==> config.mk <==
export PLATFORM = sky130hd
export DESIGN_NAME = crt_front
export DESIGN_NICKNAME = d
export VERILOG_FILES = /design/src/rtl/crt_pkg.sv /design/src/rtl/crt_front.sv
export VERILOG_INCLUDE_DIRS = /design/src /design/src/rtl
export SDC_FILE = /design/constraint.sdc
export NUM_CORES = 1
export LEC_CHECK = 0
export ABC_AREA = 1
export BUFFER_PORTS_ARGS = -buffer_cell sky130_fd_sc_hd__buf_4
export CAP_MARGIN = 20
export CORE_MARGIN = 1
export CORE_UTILIZATION = 50
export CTS_CLUSTER_DIAMETER = 30
export DETAILED_ROUTE_END_ITERATION = 10
export PLACE_DENSITY = 0.78
export SLEW_MARGIN = 10
export SYNTH_ARGS = -nofsm -noshare
export SYNTH_HDL_FRONTEND = slang
export SYNTH_SLANG_ARGS = --single-unit
==> constraint.sdc <==
create_clock -name clk -period 10.99 [get_ports clk]
set_clock_uncertainty 0.05 [all_clocks]
set_input_delay 0.5495 -clock clk [delete_from_list [all_inputs] [get_ports clk]]
set_output_delay 0.5495 -clock clk [all_outputs]
set_load 0.01 [all_outputs]
==> src/rtl/assert_macros.svh <==
// assertion macros shared by the tracker modules
// expects clk and rst_n in the scope of use
`ifndef ASSERT_MACROS_SVH
`define ASSERT_MACROS_SVH

// property checked on every rising edge outside reset
`define ASSERT_CLK(lbl, prop, msg) \
  lbl: assert property (@(posedge clk) disable iff (!rst_n) prop) else $error(msg);

// property checked on every rising edge, reset included
`define ASSERT_ALWAYS(lbl, prop, msg) \
  lbl: assert property (@(posedge clk) prop) else $error(msg);

`endif

==> src/rtl/crt_pkg.sv <==
// chunk request tracker: shared types, constants and codes
// no dependencies
package crt_pkg;

  localparam int MAX_CHUNKS = 1024;
  localparam int IDX_W      = $clog2(MAX_CHUNKS);
  localparam int CNT_W      = IDX_W + 1;
  localparam int MAX_BURST  = 64;
  localparam int BURST_W    = $clog2(MAX_BURST);
  localparam int PEER_BITS  = 16;
  localparam int REQ_W      = 7;
  localparam int TIME_W     = 32;
  localparam int TMO_W      = 16;
  localparam int RETRY_W    = 4;
  localparam int ENTRY_W    = RETRY_W + TIME_W + PEER_BITS + 2;

  typedef enum logic [1:0] {
    ST_PENDING   = 2'd0,
    ST_REQUESTED = 2'd1,
    ST_COMPLETE  = 2'd2,
    ST_FAILED    = 2'd3
  } st_t;

  typedef enum logic [2:0] {
    FN_REQUEST = 3'd0,
    FN_RECEIVE = 3'd1,
    FN_DISCONN = 3'd2,
    FN_TIMEOUT = 3'd3,
    FN_MARK    = 3'd4
  } func_t;

  typedef enum logic [2:0] {
    K_NOP, K_REQ, K_RECV, K_DISC, K_TMO, K_MARK
  } kind_t;

  typedef enum logic [2:0] {
    RC_DONE    = 3'd0,
    RC_ALREADY = 3'd1,
    RC_INVALID = 3'd2,
    RC_RETRY   = 3'd3,
    RC_HFAIL   = 3'd4,
    RC_WFAIL   = 3'd5
  } rc_t;

  typedef enum logic [1:0] {
    REG_CHUNK_COUNT = 2'd0,
    REG_PAR_LIMIT   = 2'd1,
    REG_MAX_RETRIES = 2'd2,
    REG_TIMEOUT     = 2'd3
  } reg_t;

  typedef struct packed {
    logic [RETRY_W-1:0]   retries;
    logic [TIME_W-1:0]    rtime;
    logic [PEER_BITS-1:0] peer;
    st_t                  st;
  } entry_t;

  typedef struct packed {
    kind_t                kind;
    logic [PEER_BITS-1:0] peer;
    logic [REQ_W-1:0]     cnt;
    logic [IDX_W-1:0]     idx;
    logic                 hash_ok;
    logic                 write_ok;
    logic [TIME_W-1:0]    now;
  } cmd_t;

  typedef struct packed {
    logic [CNT_W-1:0]   n;
    logic [REQ_W-1:0]   par_lim;
    logic [RETRY_W-1:0] max_retries;
    logic [TMO_W-1:0]   timeout;
  } cfg_t;

  // back end status seen by the front end
  typedef struct packed {
    logic clearing;
    logic pop;
  } back_stat_t;

endpackage

==> src/rtl/crt_front.sv <==
// front end: accepts requests, decodes the operation, two-entry command queue
// depends on crt_pkg, assert_macros.svh
`include "assert_macros.svh"
module crt_front import crt_pkg::*; (
  input  logic       clk,
  input  logic       rst_n,
  input  logic       in_valid,
  output logic       in_ready,
  input  logic [2:0] in_func,
  input  logic [PEER_BITS-1:0] in_peer,
  input  logic [REQ_W-1:0]     in_cnt,
  input  logic [IDX_W-1:0]     in_idx,
  input  logic       in_hash_ok,
  input  logic       in_write_ok,
  input  logic [TIME_W-1:0]    in_now,
  input  back_stat_t stat,
  output logic       cmd_valid,
  output cmd_t       cmd
);

  cmd_t       q_r [2];
  logic       wp_r, wp_nxt, rp_r, rp_nxt;
  logic [1:0] cnt_r, cnt_nxt;
  logic       push;
  logic       pop;
  cmd_t       dec;

  always_comb begin
    dec          = '0;
    dec.peer     = in_peer;
    dec.cnt      = in_cnt;
    dec.idx      = in_idx;
    dec.hash_ok  = in_hash_ok;
    dec.write_ok = in_write_ok;
    dec.now      = in_now;
    unique case (in_func)
      FN_REQUEST: dec.kind = K_REQ;
      FN_RECEIVE: dec.kind = K_RECV;
      FN_DISCONN: dec.kind = K_DISC;
      FN_TIMEOUT: dec.kind = K_TMO;
      FN_MARK:    dec.kind = K_MARK;
      default:    dec.kind = K_NOP;
    endcase
  end

  assign in_ready  = (cnt_r != 2'd2) && !stat.clearing;
  assign push      = in_valid && in_ready;
  assign pop       = stat.pop;
  assign cmd_valid = cnt_r != 2'd0;
  assign cmd       = q_r[rp_r];

  always_comb begin
    wp_nxt  = push ? ~wp_r : wp_r;
    rp_nxt  = pop ? ~rp_r : rp_r;
    cnt_nxt = cnt_r + {1'b0, push} - {1'b0, pop};
  end

  always_ff @(posedge clk) begin
    if (!rst_n) begin
      wp_r  <= 1'b0;
      rp_r  <= 1'b0;
      cnt_r <= 2'd0;
    end else begin
      wp_r  <= wp_nxt;
      rp_r  <= rp_nxt;
      cnt_r <= cnt_nxt;
    end
  end

  always_ff @(posedge clk) begin
    if (push) begin
      q_r[wp_r] <= dec;
    end
  end

  `ASSERT_CLK(a_pop_nonempty, pop |-> (cnt_r != 2'd0), "pop from empty command queue")
  `ASSERT_CLK(a_cnt_bound, cnt_r <= 2'd2, "command queue overfilled")

endmodule

==> impl_metrics.ini <==
[critical_path]
worstRegToRegCells = 5
max_stage_delay_ns = 0.74
worstSetupPathType = reg2out
critPathCaptureType = output port
worstPathRequired_ns = 10.39
reg2reg_to = q_r[1][27]$_DFFE_PP_
crit_arrival_ns = 2.37
r2r_slack_ns = 8.82
path_cells = buf_4, mux2_4, buf_4
cp.buffers_inverters = 2
crit_fanout = 45
cp_common_cell = buf_4
critPathTopFamily = buffers and inverters
crit-reg2reg-launch = cnt_r[0]$_SDFF_PN0_
startpoint_type = flip-flop
slowest_stage = buf_4

[detailed_routing]
drt_iter0_markers = 144
routed_via_density = 4.93
drtPass1Iterations = 4
vias = 2833
drc = 0
wire_per_inst_um = 17.0
antenna_left = 0
wirelength_um = 9780

[place]
port-buffer-count = 146
place.gp.congestion = 0.729
place_area_mm2 = 0.00684
post-dp-hpwl_um = 6580

[hold_path]
hold_depth = 1
hp-class = in2reg
hold_end = q_r[1][6]$_DFFE_PP_
worstHoldStart = in_now[6]

[layout]
multi_input_area_mm2 = 0.00120
area_growth_syn_to_layout_pct = 30.4
antennaDiodeCount = 0
regArea_mm2 = 0.00431
mostFrequentLayoutCells = 149 x buf_4, 140 x edfxtp_1, 70 x mux2_4, 17 x clkbuf_16, 12 x nand2_1
fillers = 760
layout-drive-gt1-share_pct = 56.8
mostFrequentLayoutCell = buf_4
final_cell_area_mm2 = 0.00741
finalNetCount = 499

[global_route]
antenna_found_initial = 0
grt.total_usage_pct = 17.3
grt_max_degree = 71
grt_remaining_overflow = 0
grt_pass1_vias = 2877
grt_pass1_wl_um = 14500

[clock_tree]
cts_tree = yes
cts.sinks = 145
cts_resized = 0
numCtsBuffers = 17
clk_latency_ns = 0.40
root_buffer = clkbuf_16
clk_pin_slew_ns = 0.06
htree_levels = 4
post_cts_buffers = 0
clock_path_buffers = 2
holdBufCountCts = 0

[logic_synthesis]
syn_avg_cell_area_um2 = 21.7
synth-seq-area-share_pct = 75.7
syn_inst = 262
synth_area_mm2 = 0.00568
synth-seq-cells = 145
ys_warn_count = 0
synth_nets = 339
synth_cell_types = 14

[timing]
final-max-slew-violation-count = 0
maxSlewHeadroom_pct = 38.2
worstMarginPinSlew_ns = 0.928
period_share_pct = 27.0
finalHoldViolations = 0
rsz0062_at_grt = false
setup_violations = 0
fmax_mhz = 337
tns_ns = 0
fin_crit_ns = 2.97

[status]
status = finished clean

[power]
ir_drop_uv = 110
p_leak_nw = 2.96
power.density_mw_per_mm2 = 180

[floorplan]
die_h_um = 109
die_area_mm2 = 0.0118
dieWidth_um = 109
row_count = 38
coreArea_mm2 = 0.0109
initial_core_util_pct = 52.0
ios = 147

[job]
drv_cap = 0
## cell type report
type | count | share of cell area [%]
flip-flops and latches | 145 | 58.1
multi-input cells | 99 | 16.2
repair buffers | 149 | 15.1
clock buffers | 19 | 5.84
well taps | 140 | 2.36
clock inverters | 13 | 1.94
inverters | 10 | 0.506
## flip-flops by register name, indices dropped and copies added, names as in the netlist, named ones only
name,count
cnt_r,2
q_r,140
rp_r,1
wp_r,1
## layer usage
layer,global-route usage [%],share of wire [%]
met5,0,0
met4,7.43,1.3
met3,6.34,7.7
met2,27.8,51
met1,21.0,40
## where the power goes
group	total (mW)	internal, mW	leakage (nW)	switching (mW)
registers	0.644	0.634	1.32	0.0103
clock network	0.553	0.352	0.267	0.201
logic	0.140	0.0806	1.37	0.0591
## kinds of logic (layout without fill, tap and decap cells)
family / Yosys count / after routing / share of synthesized area, %
AND/OR/NAND/NOR: 23 / 23 / 1.67
adder cells (fa/ha/maj): 2 / 2 / 0.440
flip-flops: 145 / 145 / 75.7
multiplexers: 70 / 70 / 18.5
buffers and inverters: 18 / 191 / 3.32
AO/OA/AOI/OAI: 4 / 4 / 0.352
## how the worst max path moves through the flow
stage | endpoint | slack (ns) | depth (start not counted)
5_1_grt | cmd[16] | 7.90 | 3
6_report | cmd[16] | 8.02 | 3
3_3_place_gp | cmd[60] | 8.43 | 3
3_5_place_dp | cmd[16] | 8.42 | 3
2_1_floorplan | q_r[0][0]$_DFFE_PP_ | 6.79 | 3
4_1_cts | cmd[60] | 7.98 | 3
## cell usage after synthesis (all sizes together)
library cell / n / area (um^2)
nand2: 12 / 45.0
nor3b: 1 / 7.51
ha: 2 / 25.0
dfxtp: 5 / 100
nand3: 2 / 10.0
nor2: 7 / 26.3
buf: 8 / 151
a21oi: 3 / 15.0
mux2: 70 / 1050
nand4: 1 / 6.26
inv: 10 / 37.5
o21ai: 1 / 5.00
edfxtp: 140 / 4200
## per-stage QoR
step                      util [%]  hold WS [ns]  std cells  setup WS (ns)  power, mW
after floorplan                  -         0.413        262           6.79      0.735
after global placement        62.5         0.425        543           8.43      0.792
after detailed placement      62.5         0.451        543           8.42      0.798
after CTS                     67.8         0.261        575           7.98       1.35
after global routing          67.8         0.251        575           7.90       1.39
final                         67.8         0.276        575           8.02       1.34
No activity file was read; power rests on OpenSTA's default activity.
